$ cat src/sv/dttn_pkg.sv
package dttn_pkg;

  localparam int unsigned CharW  = 8;
  localparam int unsigned MantW  = 32;
  localparam int unsigned FracW  = 4;
  localparam int unsigned CountW = 9;

  localparam logic [CountW-1:0] MaxChars = 9'd256;
  localparam logic [FracW-1:0]  MaxFrac  = 4'd9;

  localparam logic [CharW-1:0] ChZero  = 8'h30;
  localparam logic [CharW-1:0] ChNine  = 8'h39;
  localparam logic [CharW-1:0] ChDot   = 8'h2E;
  localparam logic [CharW-1:0] ChComma = 8'h2C;

  localparam logic [MantW-1:0] MantMax = {MantW{1'b1}};

  typedef enum logic [3:0] {
    PhBefore = 4'b0001,
    PhInt    = 4'b0010,
    PhFrac   = 4'b0100,
    PhDone   = 4'b1000
  } phase_e;

  typedef struct packed {
    logic [MantW-1:0] mantissa;
    logic [FracW-1:0] frac_digits;
    logic             saturated;
    logic             digit_seen;
  } result_t;

endpackage

$ cat src/sv/dttn_parser.sv
module dttn_parser
  import dttn_pkg::*;
(
  input  logic             clk_i,
  input  logic             rst_ni,
  input  logic             step_i,
  input  logic [CharW-1:0] char_i,
  input  logic             eot_i,
  output result_t          res_o
);

  phase_e            phase_q, phase_d;
  logic [MantW-1:0]  acc_q, acc_d;
  logic [FracW-1:0]  frac_q, frac_d;
  logic [CountW-1:0] count_q, count_d;
  logic              ovf_q, ovf_d;

  logic             is_digit;
  logic             is_sep;
  logic [3:0]       digit;
  logic [MantW+3:0] times_ten;
  logic [MantW-1:0] push_val;
  logic             push_ovf;

  assign is_digit = (char_i >= ChZero) && (char_i <= ChNine);
  assign is_sep   = (char_i == ChDot) || (char_i == ChComma);
  assign digit    = 4'(char_i - ChZero);

  // acc * 10 + digit, built from two shifts; the top four bits flag overflow.
  assign times_ten = ({4'd0, acc_q} << 3) + ({4'd0, acc_q} << 1) + (MantW+4)'(digit);
  assign push_ovf  = ovf_q || (times_ten[MantW+3:MantW] != 4'd0);
  assign push_val  = push_ovf ? MantMax : times_ten[MantW-1:0];

  always_comb begin
    res_o.digit_seen  = (phase_q != PhBefore);
    res_o.mantissa    = res_o.digit_seen ? acc_q : '0;
    res_o.frac_digits = res_o.digit_seen ? frac_q : '0;
    res_o.saturated   = res_o.digit_seen ? ovf_q : 1'b0;
  end

  always_comb begin
    phase_d = phase_q;
    acc_d   = acc_q;
    frac_d  = frac_q;
    count_d = count_q;
    ovf_d   = ovf_q;
    if (step_i) begin
      if (eot_i) begin
        phase_d = PhBefore;
        acc_d   = '0;
        frac_d  = '0;
        count_d = '0;
        ovf_d   = 1'b0;
      end else if (count_q < MaxChars) begin
        count_d = count_q + CountW'(1);
        case (phase_q)
          PhBefore: begin
            if (is_digit) begin
              acc_d   = MantW'(digit);
              phase_d = PhInt;
            end
          end
          PhInt: begin
            if (is_digit) begin
              acc_d = push_val;
              ovf_d = push_ovf;
            end else if (is_sep) begin
              phase_d = PhFrac;
            end else begin
              phase_d = PhDone;
            end
          end
          PhFrac: begin
            if (is_digit) begin
              if (frac_q < MaxFrac) begin
                acc_d  = push_val;
                ovf_d  = push_ovf;
                frac_d = frac_q + FracW'(1);
              end
            end else begin
              phase_d = PhDone;
            end
          end
          default: ;
        endcase
      end
    end
  end

  always_ff @(posedge clk_i or negedge rst_ni) begin
    if (!rst_ni) begin
      phase_q <= PhBefore;
      acc_q   <= '0;
      frac_q  <= '0;
      count_q <= '0;
      ovf_q   <= 1'b0;
    end else begin
      phase_q <= phase_d;
      acc_q   <= acc_d;
      frac_q  <= frac_d;
      count_q <= count_d;
      ovf_q   <= ovf_d;
    end
  end

endmodule

$ cat src/sv/dttn_out_buf.sv
module dttn_out_buf
  import dttn_pkg::*;
(
  input  logic    clk_i,
  input  logic    rst_ni,
  input  logic    load_i,
  input  result_t res_i,
  output logic    free_o,
  output logic    valid_o,
  input  logic    ready_i,
  output result_t res_o
);

  logic    valid_q, valid_d;
  result_t res_q;

  assign free_o  = !valid_q || ready_i;
  assign valid_o = valid_q;
  assign res_o   = res_q;

  always_comb begin
    valid_d = valid_q;
    if (ready_i) begin
      valid_d = 1'b0;
    end
    if (load_i) begin
      valid_d = 1'b1;
    end
  end

  always_ff @(posedge clk_i or negedge rst_ni) begin
    if (!rst_ni) begin
      valid_q <= 1'b0;
    end else begin
      valid_q <= valid_d;
    end
  end

  always_ff @(posedge clk_i) begin
    if (load_i) begin
      res_q <= res_i;
    end
  end

endmodule

$ cat src/sv/decimal_text_to_number.sv
// Pulls the first decimal number out of a byte stream and reports it as a
// 32-bit mantissa plus a count of fraction digits (value = mantissa / 10^count).
// One byte item is taken per clock: each item is registered, then decoded and
// folded into the parser state by a single times-ten add in the next cycle.
// An item with end_of_text set yields one result via the input register, then
// the output register, and returns the parser to its reset state. Input stalls
// only while a terminator waits on the output register, which holds until taken.
module decimal_text_to_number
  import dttn_pkg::*;
(
  input  logic             clk_i,
  input  logic             rst_ni,
  input  logic             in_valid_i,
  output logic             in_ready_o,
  input  logic [CharW-1:0] char_code_i,
  input  logic             end_of_text_i,
  output logic             out_valid_o,
  input  logic             out_ready_i,
  output logic [MantW-1:0] mantissa_o,
  output logic [FracW-1:0] frac_digits_o,
  output logic             saturated_o,
  output logic             digit_seen_o
);

  logic             s1_valid_q, s1_valid_d;
  logic [CharW-1:0] s1_char_q;
  logic             s1_eot_q;
  logic             s1_take;
  logic             out_free;
  logic             in_fire;
  result_t          parse_res;
  result_t          out_res;

  // A plain byte never waits; a terminator needs room in the output register.
  assign s1_take    = s1_valid_q && (!s1_eot_q || out_free);
  assign in_ready_o = !s1_valid_q || s1_take;
  assign in_fire    = in_valid_i && in_ready_o;

  always_comb begin
    s1_valid_d = s1_valid_q;
    if (s1_take) begin
      s1_valid_d = 1'b0;
    end
    if (in_fire) begin
      s1_valid_d = 1'b1;
    end
  end

  always_ff @(posedge clk_i or negedge rst_ni) begin
    if (!rst_ni) begin
      s1_valid_q <= 1'b0;
    end else begin
      s1_valid_q <= s1_valid_d;
    end
  end

  always_ff @(posedge clk_i) begin
    if (in_fire) begin
      s1_char_q <= char_code_i;
      s1_eot_q  <= end_of_text_i;
    end
  end

  dttn_parser u_parser (
    .clk_i  (clk_i),
    .rst_ni (rst_ni),
    .step_i (s1_take),
    .char_i (s1_char_q),
    .eot_i  (s1_eot_q),
    .res_o  (parse_res)
  );

  dttn_out_buf u_out_buf (
    .clk_i   (clk_i),
    .rst_ni  (rst_ni),
    .load_i  (s1_take && s1_eot_q),
    .res_i   (parse_res),
    .free_o  (out_free),
    .valid_o (out_valid_o),
    .ready_i (out_ready_i),
    .res_o   (out_res)
  );

  assign mantissa_o    = out_res.mantissa;
  assign frac_digits_o = out_res.frac_digits;
  assign saturated_o   = out_res.saturated;
  assign digit_seen_o  = out_res.digit_seen;

  a_stall_only_when_full: assert property (
    @(posedge clk_i) disable iff (!rst_ni)
    !in_ready_o |-> (out_valid_o && !out_ready_i)
  ) else $error("input stalled while output register could accept");

  a_no_digit_is_zero: assert property (
    @(posedge clk_i) disable iff (!rst_ni)
    (out_valid_o && !digit_seen_o) |->
      (mantissa_o == '0 && frac_digits_o == '0 && !saturated_o)
  ) else $error("digitless result carries a nonzero field");

  a_frac_bound: assert property (
    @(posedge clk_i) disable iff (!rst_ni)
    out_valid_o |-> (frac_digits_o <= MaxFrac)
  ) else $error("fraction digit count above limit");

  a_sat_clamped: assert property (
    @(posedge clk_i) disable iff (!rst_ni)
    (out_valid_o && saturated_o) |-> (mantissa_o == MantMax)
  ) else $error("saturated result is not clamped");

endmodule

$ cat config.mk
export PLATFORM = sky130hd
export DESIGN_NAME = decimal_text_to_number
export DESIGN_NICKNAME = d
export VERILOG_FILES = /design/src/sv/dttn_pkg.sv /design/src/sv/dttn_parser.sv /design/src/sv/dttn_out_buf.sv /design/src/sv/decimal_text_to_number.sv
export SDC_FILE = /design/constraint.sdc
export NUM_CORES = 1
export LEC_CHECK = 0
export BUFFER_PORTS_ARGS = -buffer_cell sky130_fd_sc_hd__buf_2
export CAP_MARGIN = 0
export CORE_AREA = 2 2 172 90
export DETAILED_ROUTE_END_ITERATION = 8
export DIE_AREA = 0 0 174 92
export GPL_TIMING_DRIVEN = 0
export HOLD_SLACK_MARGIN = 0.15
export PLACE_DENSITY_LB_ADDON = 0.3
export SLEW_MARGIN = 20
export SYNTH_ARGS = -nofsm -noshare
export SYNTH_HDL_FRONTEND = slang
export SYNTH_SLANG_ARGS = --single-unit
$ cat constraint.sdc
create_clock -name clk_i -period 4.25 [get_ports clk_i]
set_input_delay 0.6375 -clock clk_i [delete_from_list [all_inputs] [get_ports clk_i]]
set_output_delay 0.6375 -clock clk_i [all_outputs]
set_load 0.05 [all_outputs]
==> metrics.md, run 1 <==
| Metric | Value |
|---|---|
| Status | `completed` |
| Synth Flop Type | `dfrtp_1` |
| Remaining DRCs | `0` |
| Worst setup path startpoint | `s1_char_q[3]` |
| # IOs | `53` |
| Synth Register Bits | `99` |
| Grt total ovfl | `0` |
| Post-DP HPWL | `around 12000 um` |
| Fmax achieved | `251.9 MHz` |
| Post-CTS Hold Buffers | `0` |
| Reg2reg start | `s1_char_q[3]` |
| CP Data Required Time | `roughly 4.5 ns` |
| R2r worst-path depth | `12` |
| Most frequent cells in the layout | `ha_1 (66), o21ai_0 (64), buf_2 (54)` |
| Largest area contributor in the netlist | `edfxtp_1` |
| RSZ-0062 raised after global routing | `false` |
| Maximum clock path buffer count | `2` |
| Total Routing Usage GR | `a little over a fifth` |
| Num CTS Buffers | `9` |
| Global-route wire length before repair | `about 26000 um` |
| Slew margin rel. | `roughly 28%` |
| Core Area | `14730 um^2` |
| DIE HEIGHT | `92 um` |
| Die ar. | `~16000 um^2` |
| FFs w/ async S/R, synth | `52.53%` |
| Clock sink count | `between 90 and 100` |
| Initial core utilization | `between 40% and 50%` |
| Area grow syn2layout | `13.15%` |
| Final Cycle Share | `roughly 93%` |
| Largest net degree at the start of global routing | `53` |
| Crit path launch type | `register` |
| Crit end category | `register` |
| Port Buffers | `52` |
| RD Place Congestion | `0.9764` |
| Clock slew at reported path FFs | `about 0.070 ns` |
| Hold Crit Class | `input pin to async pin` |
| Antenna diodes | `0` |
| Largest cells by area after synthesis | `edfxtp_1 (22%), dfrtp_1 (20%), ha_1 (13%)` |
| Commonest non-fill, non-tap cell in the layout | `ha_1` |
| Final Net Count | `between 700 and 800` |
| Post-synthesis cell count | `about 640` |
| Aggregate negative setup slack | `0 ns` |
| Max Cap Viol | `0` |
| Antenna Violating Nets Remaining | `0` |
| Vias per cell | `5.838` |
| Crit path capture | `u_parser.acc_q[30]` |
| Clock Latency Late Sink | `~0.35 ns` |
| Synth warn | `0` |
| RR Endpoint | `u_parser.acc_q[30]` |
| Die width | `174 um` |
| Via count | `5342` |
| CP Class | `register to register` |
| Final Setup Violations | `0` |
| Sequential area share after synthesis | `42.57%` |
| Vias in the first global route | `about 5000` |
| Number of DRC markers in iteration 0 | `562` |
| Reg2Reg Setup Slack | `0.28 ns` |
| CTS tree | `yes` |
| Pre-antenna DRT Iters | `6` |
| Post-layout min period | `3.971 ns` |
| Synth Area per Inst | `9.930 um^2` |
| Fin. Hold Viols | `0` |
| Post-synth EDFFs | `between 40 and 50` |
| CTS root buffer | `clkbuf_16` |
| CTS HTree Levels | `3` |
| Slew Limit Fails | `0` |
| Initial antenna violation count | `0` |
| Post-Route WL | `16380 um` |
| Synth Cell Area | `6375 um^2` |
| Net Count, Synth | `between 700 and 800` |
| Fillers | `about 1400` |
| Layout cells sized above 1 | `between 10% and 20%` |
| Unique cell type count in the Yosys netlist | `68` |
| Routed len/inst | `17.90 um` |
| Clock skew | `0.007962 ns` |
| Crit-path max FO | `5` |
| Worst-Margin Slew | `roughly 1.1 ns` |
| Post-synth top area share | `22.14%` |
| WP data arrival | `4.19 ns` |
| Num rows | `32` |
==> logic make-up (layout without fill, tap and decap cells) <==
family,Yosys count,in the layout,share of synthesized area (%)
flops,99,99,42.57
xor+xnor,32,32,4.396
fa+ha+maj,68,68,13.58
mux,5,5,0.8439
compound gates,201,201,19.47
buf+inv,37,106,2.610
simple gates,200,200,16.53
==> synthesized netlist by cell type, types with 4 or more instances <==
cell type / n
o31ai_1: 4
edfxtp_1: 47
or3_1: 6
nor4_1: 6
o21a_1: 6
nor2b_1: 39
nand4_1: 9
nor3_1: 7
a21oi_1: 41
dfrtp_1: 51
o21ai_0: 64
ha_1: 66
nand2_1: 48
nand3_1: 7
clkbuf_1: 15
inv_1: 12
xor2_1: 18
a31oi_1: 33
a21o_1: 12
nor2_1: 44
o211ai_1: 10
nand2b_1: 11
xnor2_1: 14
and3_1: 5
==> layer usage <==
metal / GRT usage (%) / up-vias / part of all wire, %
met5: 0 / - / 0
met2: 27.39 / 222 / 38
li1: - / 2529 / -
met4: 5.112 / 0 / 1.1
met3: 4.561 / 14 / 7.4
met1: 34.87 / 2577 / 54
==> flip-flops by register name, indices dropped and copies added (netlist names) <==
signal / cells
u_out_buf.res_o: 38
u_parser.acc_q: 32
u_parser.count_q: 9
s1_char_q: 8
u_parser.frac_q: 4
u_parser.phase_q: 4
s1_eot_q: 1
s1_valid_q: 1
u_out_buf.valid_o: 1
u_parser.ovf_q: 1
==> worst min-delay path by stage <==
stage / from / slack [ns] / cells after the start / to
floorplan: rst_ni / 0.34 / 0 / s1_valid_q
global placement: u_parser.count_q[1] / 0.52 / 2 / u_parser.count_q[1]
detailed placement: u_parser.count_q[1] / 0.53 / 2 / u_parser.count_q[1]
CTS: rst_ni / 0.38 / 1 / u_parser.acc_q[27]
global route: rst_ni / 0.41 / 1 / u_parser.frac_q[3]
finish: rst_ni / 0.34 / 1 / u_parser.count_q[6]
==> critical path, cell delays in order, from the launching register on <==
cell	delay, ns
edfxtp_1	0.46
fa_1	0.60
inv_1	0.07
fa_1	0.45
nand2b_1	0.19
a21oi_1	0.27
o21ai_0	0.22
a21boi_0	0.46
o21ai_0	0.35
mux2_2	0.36
a21o_1	0.16
nor3_1	0.14
o22ai_1	0.09
==> final cells by class <==
cell class | count | area, um^2 | share of cell area, %
multi-input cells | 506 | 3495 | 48.45
flip-flops and latches | 99 | 2714 | 37.62
repair buffers | 53 | 270.3 | 3.747
well taps | 204 | 255.2 | 3.539
clock buffers | 9 | 225.2 | 3.122
plain buffers | 24 | 121.4 | 1.683
clock inverters | 7 | 83.83 | 1.162
inverters | 13 | 48.80 | 0.6765
==> repair_timing <==
item / 4_1_cts / 5_1_grt
resized for setup: 0 / 0
setup endpoints to repair: 0 / 20
setup buffers: 0 / 1
==> per-stage QoR <==
| step | instances | utilization, % | setup slack (ns) | cell area, um^2 | hold WS, ns |
|---|---|---|---|---|---|
| 3_5_place_dp | 898 | 46.81 | 0.2157 | 6897 | 0.5322 |
| 5_1_grt | 915 | 48.96 | 0.04013 | 7213 | 0.4085 |
| 4_1_cts | 914 | 48.90 | 0.1851 | 7206 | 0.3763 |
| 3_3_place_gp | 898 | 46.76 | 0.2329 | 6890 | 0.5219 |
| 2_1_floorplan | 642 | - | 0.8806 | 6375 | 0.3419 |
| 6_report | 915 | 48.96 | 0.2794 | 7213 | 0.3365 |
Power of run 1 is not shown: default switching activity piles up to over one toggle a cycle in this logic, so the estimate is an artifact.
==> inputs of run 2 (changes only) <==
--- a/config.mk
+++ b/config.mk
@@ -7,6 +7,8 @@
 export LEC_CHECK = 0
 export BUFFER_PORTS_ARGS = -buffer_cell sky130_fd_sc_hd__buf_2
 export CAP_MARGIN = 0
+export CELL_PAD_IN_SITES_DETAIL_PLACEMENT = 0
+export CELL_PAD_IN_SITES_GLOBAL_PLACEMENT = 1
 export CORE_AREA = 2 2 172 90
 export DETAILED_ROUTE_END_ITERATION = 8
 export DIE_AREA = 0 0 174 92
==> metrics.md, run 2 (synthesis results as in run 1) <==
| Metric | Value |
|---|---|
| CTS root buffer | `clkbuf_16` |
| Num CTS Buffers | `9 (unchanged)` |
| Clock slew at reported path FFs | `0.07 ns (about the same)` |
| CP bufs+invs | `1 (unchanged)` |
| Max Cap Viol | `0 (unchanged)` |
| Grt total ovfl | `0 (unchanged)` |
| Routed len/inst | `18.41 um (+2.8%)` |
| Post-DP HPWL | `12960 um (+3.8%)` |
| RSZ-0062 raised after global routing | `false` |
| Clock Latency Late Sink | `0.35 ns (about the same)` |
| Number of DRC markers in iteration 0 | `538 (-4.3%)` |
| Final Setup Violations | `0 (unchanged)` |
| Status | `completed` |
| Area grow syn2layout | `13.66%` |
| CP Data Required Time | `4.45 ns (-0.02 ns)` |
| CP cell instances | `fa_1 > inv_1 > fa_1 > nand2b_1 > a21oi_1 > o21ai_0 > a21boi_1 > o21ai_0 > mux2_2 > a21o_1 > nor3_1 > o22ai_1` |
| Crit-path max FO | `5 (unchanged)` |
| Most frequent cells in the layout | `ha_1 (66), o21ai_0 (64), buf_2 (54)` |
| Die ar. | `16010 um^2 (unchanged)` |
| CTS tree | `yes` |
| Area post-placement | `6897 um^2 (unchanged)` |
| Num rows | `32 (unchanged)` |
| Worst-Margin Slew | `0.7814 ns (-0.2910 ns)` |
| Clock skew | `0.009054 ns (+0.001092 ns)` |
| Initial core utilization | `43.27% (unchanged)` |
| Remaining DRCs | `0 (unchanged)` |
| Slowest CP cell | `fa_1` |
| Fin. Hold Viols | `0 (unchanged)` |
| Pre-antenna DRT Iters | `5 (-1)` |
| Top delay family on crit path | `compound AO/OA/AOI/OAI gates` |
| RD Place Congestion | `0.9188 (-5.9%)` |
| Via count | `5283 (-1.1%)` |
| Number of flip-flops in the largest register | `38 (unchanged)` |
| Final Cell Area | `7246 um^2 (+0.45%)` |
| Vias per cell | `5.761 (-1.3%)` |
| Antenna Violating Nets Remaining | `0 (unchanged)` |
| Final Cycle Share | `92.12% (-1.3 points)` |
| DIE HEIGHT | `92 um (unchanged)` |
| CP Class | `register to register` |
| Post-Route WL | `16880 um (+3.0%)` |
| Commonest non-fill, non-tap cell in the layout | `ha_1` |
| Slew Limit Fails | `0 (unchanged)` |
| Slew margin rel. | `47.36% (+19 points)` |
| Fmax achieved | `255.4 MHz (+1.4%)` |
| Hold Crit Class | `input pin to async pin` |
| Total Routing Usage GR | `21.53% (+0.27 points)` |
| CP peak stage delay | `0.59 ns (about the same)` |
| CTS HTree Levels | `3 (unchanged)` |
| Layout cells sized above 1 | `13.46% (+0.24 points)` |
| Final Net Count | `789 (+0.25%)` |
| # IOs | `53 (unchanged)` |
| Crit end category | `register` |
| Aggregate negative setup slack | `0 ns (unchanged)` |
| Post-layout min period | `3.915 ns (-0.05538 ns)` |
| Initial antenna violation count | `0 (unchanged)` |
| Port Buffers | `52 (unchanged)` |
| Maximum clock path buffer count | `2 (unchanged)` |
| Global-route wire length before repair | `26940 um (+1.9%)` |
| Clock sink count | `99 (unchanged)` |
| Die width | `174 um (unchanged)` |
| WP data arrival | `4.12 ns (-0.07 ns)` |
| Vias in the first global route | `4950 (+1.0%)` |
| Largest net degree at the start of global routing | `53 (unchanged)` |
| Antenna diodes | `0 (unchanged)` |
| Core Area | `14730 um^2 (unchanged)` |
| Crit path launch type | `register` |
==> run 2: through the flow <==
step	cells	utilization [%]	worst slack, ns	hold WS [ns]
finish	917	49.18	0.3348	0.3555
detailed placement	898	46.81	0.01728	0.5311
global route	917	49.18	0.006398	0.4201
floorplan	642	-	0.8806	0.3419
global placement	898	46.76	0.01979	0.5247
CTS	915	49.00	0.2094	0.3870
==> run 2: routing by layer <==
metal	track usage, %	part of all wire (%)	up-vias
met5	0	0	-
met4	3.291	0.59	0
met3	5.058	7.2	11
met2	27.22	37	165
met1	36.14	56	2579
li1	-	-	2528
==> run 2: worst reg2reg max path: cells and delay by family, from the launching register on <==
family	cells	cell delay, ns
DFF	1	0.47
adders and majority gates	2	1.04
and+or+nand+nor	2	0.32
muxes	1	0.34
AOI/OAI and AO/OA	6	1.55
buffers and inverters	1	0.07
==> run 2: what timing repair did <==
item,in CTS,in global routing
buffers inserted,1,2
gates resized for setup,0,2
pin swaps,1,1
endpoints found under the setup margin,2,6
hold buffers,0,0
==> run 2: layout make-up <==
cell class / instances / area [um^2]
inverters: 13 / 48.80
fillers: 1446 / 7488
clock inverters: 6 / 86.33
clock buffers: 10 / 229.0
repair buffers: 55 / 285.3
flip-flops and latches: 99 / 2714
plain buffers: 24 / 121.4
multi-input cells: 506 / 3506
well taps: 204 / 255.2
==> run 2: final timing paths <==
kind | start | end | slack, ns | cells after the start
setup / recovery | s1_char_q[3] | u_parser.acc_q[30] | 0.33 | 12
hold / removal | rst_ni | u_parser.count_q[6] | 0.36 | 1
setup reg to reg | s1_char_q[3] | u_parser.acc_q[30] | 0.33 | 12
hold reg to reg | u_parser.phase_q[0] | u_parser.phase_q[0] | 0.55 | 1
min in group clk_i | end_of_text_i | s1_eot_q | 0.46 | 1
max in group asynchronous | rst_ni | u_parser.acc_q[11] | 3.42 | 1
Power of run 2 is left out for the same reason.
==> inputs of run 3 (changes only) <==
--- a/config.mk
+++ b/config.mk
@@ -15,7 +15,7 @@
 export GPL_TIMING_DRIVEN = 0
 export HOLD_SLACK_MARGIN = 0.15
 export PLACE_DENSITY_LB_ADDON = 0.3
-export SLEW_MARGIN = 20
+export RECOVER_POWER = 50
 export SYNTH_ARGS = -nofsm -noshare
 export SYNTH_HDL_FRONTEND = slang
 export SYNTH_SLANG_ARGS = --single-unit
==> metrics.md, run 3 (synthesis results as in run 1) <==
| Metric | Value |
|---|---|
| Status | `complete, but fails checks` |
| Failing checks | `max-capacitance violations, max-slew violations` |
| CTS root buffer | `clkbuf_16` |
| Hold Crit Depth | `1` |
| Final Net Count | `788 (-0.13%)` |
| Fin. Hold Viols | `0 (unchanged)` |
| Initial core utilization | `43.27% (unchanged)` |
| Pre-antenna DRT Iters | `5 (unchanged)` |
| Top delay family on crit path | `compound AO/OA/AOI/OAI gates` |
| Via count | `5257 (-0.49%)` |
| Max Cap Viol | `1 (+1)` |
| CTS tree | `yes` |
| WP data arrival | `4.17 ns (+0.05 ns)` |
| Remaining DRCs | `0 (unchanged)` |
| Hold Crit Class | `input pin to register` |
| Initial antenna violation count | `0 (unchanged)` |
| DIE HEIGHT | `92 um (unchanged)` |
| Die width | `174 um (unchanged)` |
| Largest net degree at the start of global routing | `53 (unchanged)` |
| Number of flip-flops in the largest register | `38 (unchanged)` |
| Post-layout min period | `3.968 ns (+0.05279 ns)` |
| RSZ-0062 raised after global routing | `false` |
| Crit-path max FO | `7 (+2)` |
| Layout cells sized above 1 | `7.584% (-5.9 points)` |
| RD Place Congestion | `0.9188 (unchanged)` |
| Commonest non-fill, non-tap cell in the layout | `ha_1` |
| CP peak stage delay | `0.53 ns (-0.06 ns)` |
| Slew Limit Fails | `53 (+53)` |
| Core Area | `14730 um^2 (unchanged)` |
| Clock slew at reported path FFs | `0.08 ns (about the same)` |
| Clock Latency Late Sink | `0.35 ns (about the same)` |
| Reg2reg start | `s1_char_q[3]` |
| Clock sink count | `99 (unchanged)` |
| Slowest CP cell | `fa_1` |
| CP cell instances | `fa_1 > ha_1 > a211oi_1 > o311a_1 > a2bb2oi_2 > o21ai_1 > a31oi_1 > xnor2_1 > a211o_1 > nor3_4 > buf_4 > a31oi_1` |
| Fmax achieved | `252.0 MHz (-1.3%)` |
| Aggregate negative setup slack | `0 ns (unchanged)` |
| Number of DRC markers in iteration 0 | `389 (-28%)` |
| Port Buffers | `52 (unchanged)` |
| CP Data Required Time | `4.45 ns (about the same)` |
| Hold Startpoint | `char_code_i[5]` |
| Num CTS Buffers | `9 (unchanged)` |
| Final Util | `48.64% (-0.54 points)` |
| Antenna Violating Nets Remaining | `0 (unchanged)` |
| Crit path launch type | `register` |
| Slew margin rel. | `-104.2% (-150 points)` |
| CP Class | `register to register` |
| Worst-Margin Slew | `3.062 ns (+2.281 ns)` |
| Total Routing Usage GR | `21.64% (+0.11 points)` |
| Routed len/inst | `18.39 um (about the same)` |
| CTS HTree Levels | `3 (unchanged)` |
| CP bufs+invs | `1 (unchanged)` |
| Vias in the first global route | `4847 (-2.1%)` |
| RR Endpoint | `u_parser.acc_q[25]` |
| Grt total ovfl | `0 (unchanged)` |
| Die ar. | `16010 um^2 (unchanged)` |
| # IOs | `53 (unchanged)` |
| R2r worst-path depth | `12 (unchanged)` |
| Num rows | `32 (unchanged)` |
| Clock skew | `0.008123 ns (-0.0009306 ns)` |
| Area grow syn2layout | `12.42%` |
| Post-Route WL | `16850 um (-0.18%)` |
| Most frequent cells in the layout | `ha_1 (66), o21ai_0 (64), clkbuf_1 (56)` |
| CP most frequent cell | `a31oi_1` |
| Maximum clock path buffer count | `2 (unchanged)` |
| Worst Hold End | `s1_char_q[5]` |
| Crit end category | `register` |
| Antenna diodes | `0 (unchanged)` |
| Global-route wire length before repair | `26800 um (-0.51%)` |
| Final Setup Violations | `0 (unchanged)` |
| Final Cycle Share | `93.36% (+1.2 points)` |
| Post-DP HPWL | `13040 um (+0.56%)` |
| Reg2Reg Setup Slack | `0.28 ns (-0.05 ns)` |
| Vias per cell | `5.739 (-0.38%)` |
-- run 3: cell types whose count changed in the layout (fill, tap and decap cells not counted), sizes merged --
cell / before / now
buf: 63 / 20
bufinv: 2 / 0
clkbuf: 26 / 67
clkinv: 3 / 4
inv: 14 / 16
-- run 3: what timing repair did --
| action | in CTS | in global routing |
|---|---|---|
| endpoints found under the setup margin | 2 | 2 |
| pin swaps | 1 | 0 |
| buffers inserted | 1 | 0 |
| resized for setup | 0 | 2 |
| hold buffers | 0 | 0 |
-- run 3: worst max-delay path by stage --
stage | startpoint | end | slack (ns) | cells after the start
finish | s1_char_q[3] | u_parser.acc_q[25] | 0.28 | 12
floorplan | s1_char_q[3] | u_parser.acc_q[10] | 0.88 | 13
CTS | s1_char_q[3] | u_parser.acc_q[25] | 0.22 | 12
global placement | s1_char_q[3] | u_parser.acc_q[19] | 0.02 | 12
global route | s1_char_q[3] | u_parser.acc_q[25] | 0.10 | 12
detailed placement | s1_char_q[3] | u_parser.acc_q[18] | 0.03 | 12
-- run 3: area by class of cell --
type | count | area (um^2)
repair buffers | 54 | 236.5
clock buffers | 9 | 225.2
clock inverters | 7 | 67.56
inverters | 13 | 48.80
well taps | 204 | 255.2
fillers | 1447 | 7567
plain buffers | 24 | 118.9
multi-input cells | 506 | 3501
flip-flops and latches | 99 | 2714
-- run 3: per-stage QoR --
| stage | cell area, um^2 | std cells | worst slack (ns) | hold slack (ns) |
|---|---|---|---|---|
| 5_1_grt | 7167 | 916 | 0.1027 | 0.4405 |
| 3_3_place_gp | 6890 | 898 | 0.01979 | 0.5247 |
| 6_report | 7167 | 916 | 0.2820 | 0.4563 |
| 2_1_floorplan | 6375 | 642 | 0.8806 | 0.3419 |
| 3_5_place_dp | 6912 | 899 | 0.03016 | 0.5311 |
| 4_1_cts | 7212 | 916 | 0.2167 | 0.4467 |
-- run 3: per-layer routing --
metal	vias to the layer above	GRT usage, %	part of all wire [%]
met1	2544	37.11	56
met4	0	3.992	0.59
met3	9	4.187	6.4
met5	-	0	0
met2	179	26.76	37
li1	2525	-	-
Power of run 3 is left out for the same reason.
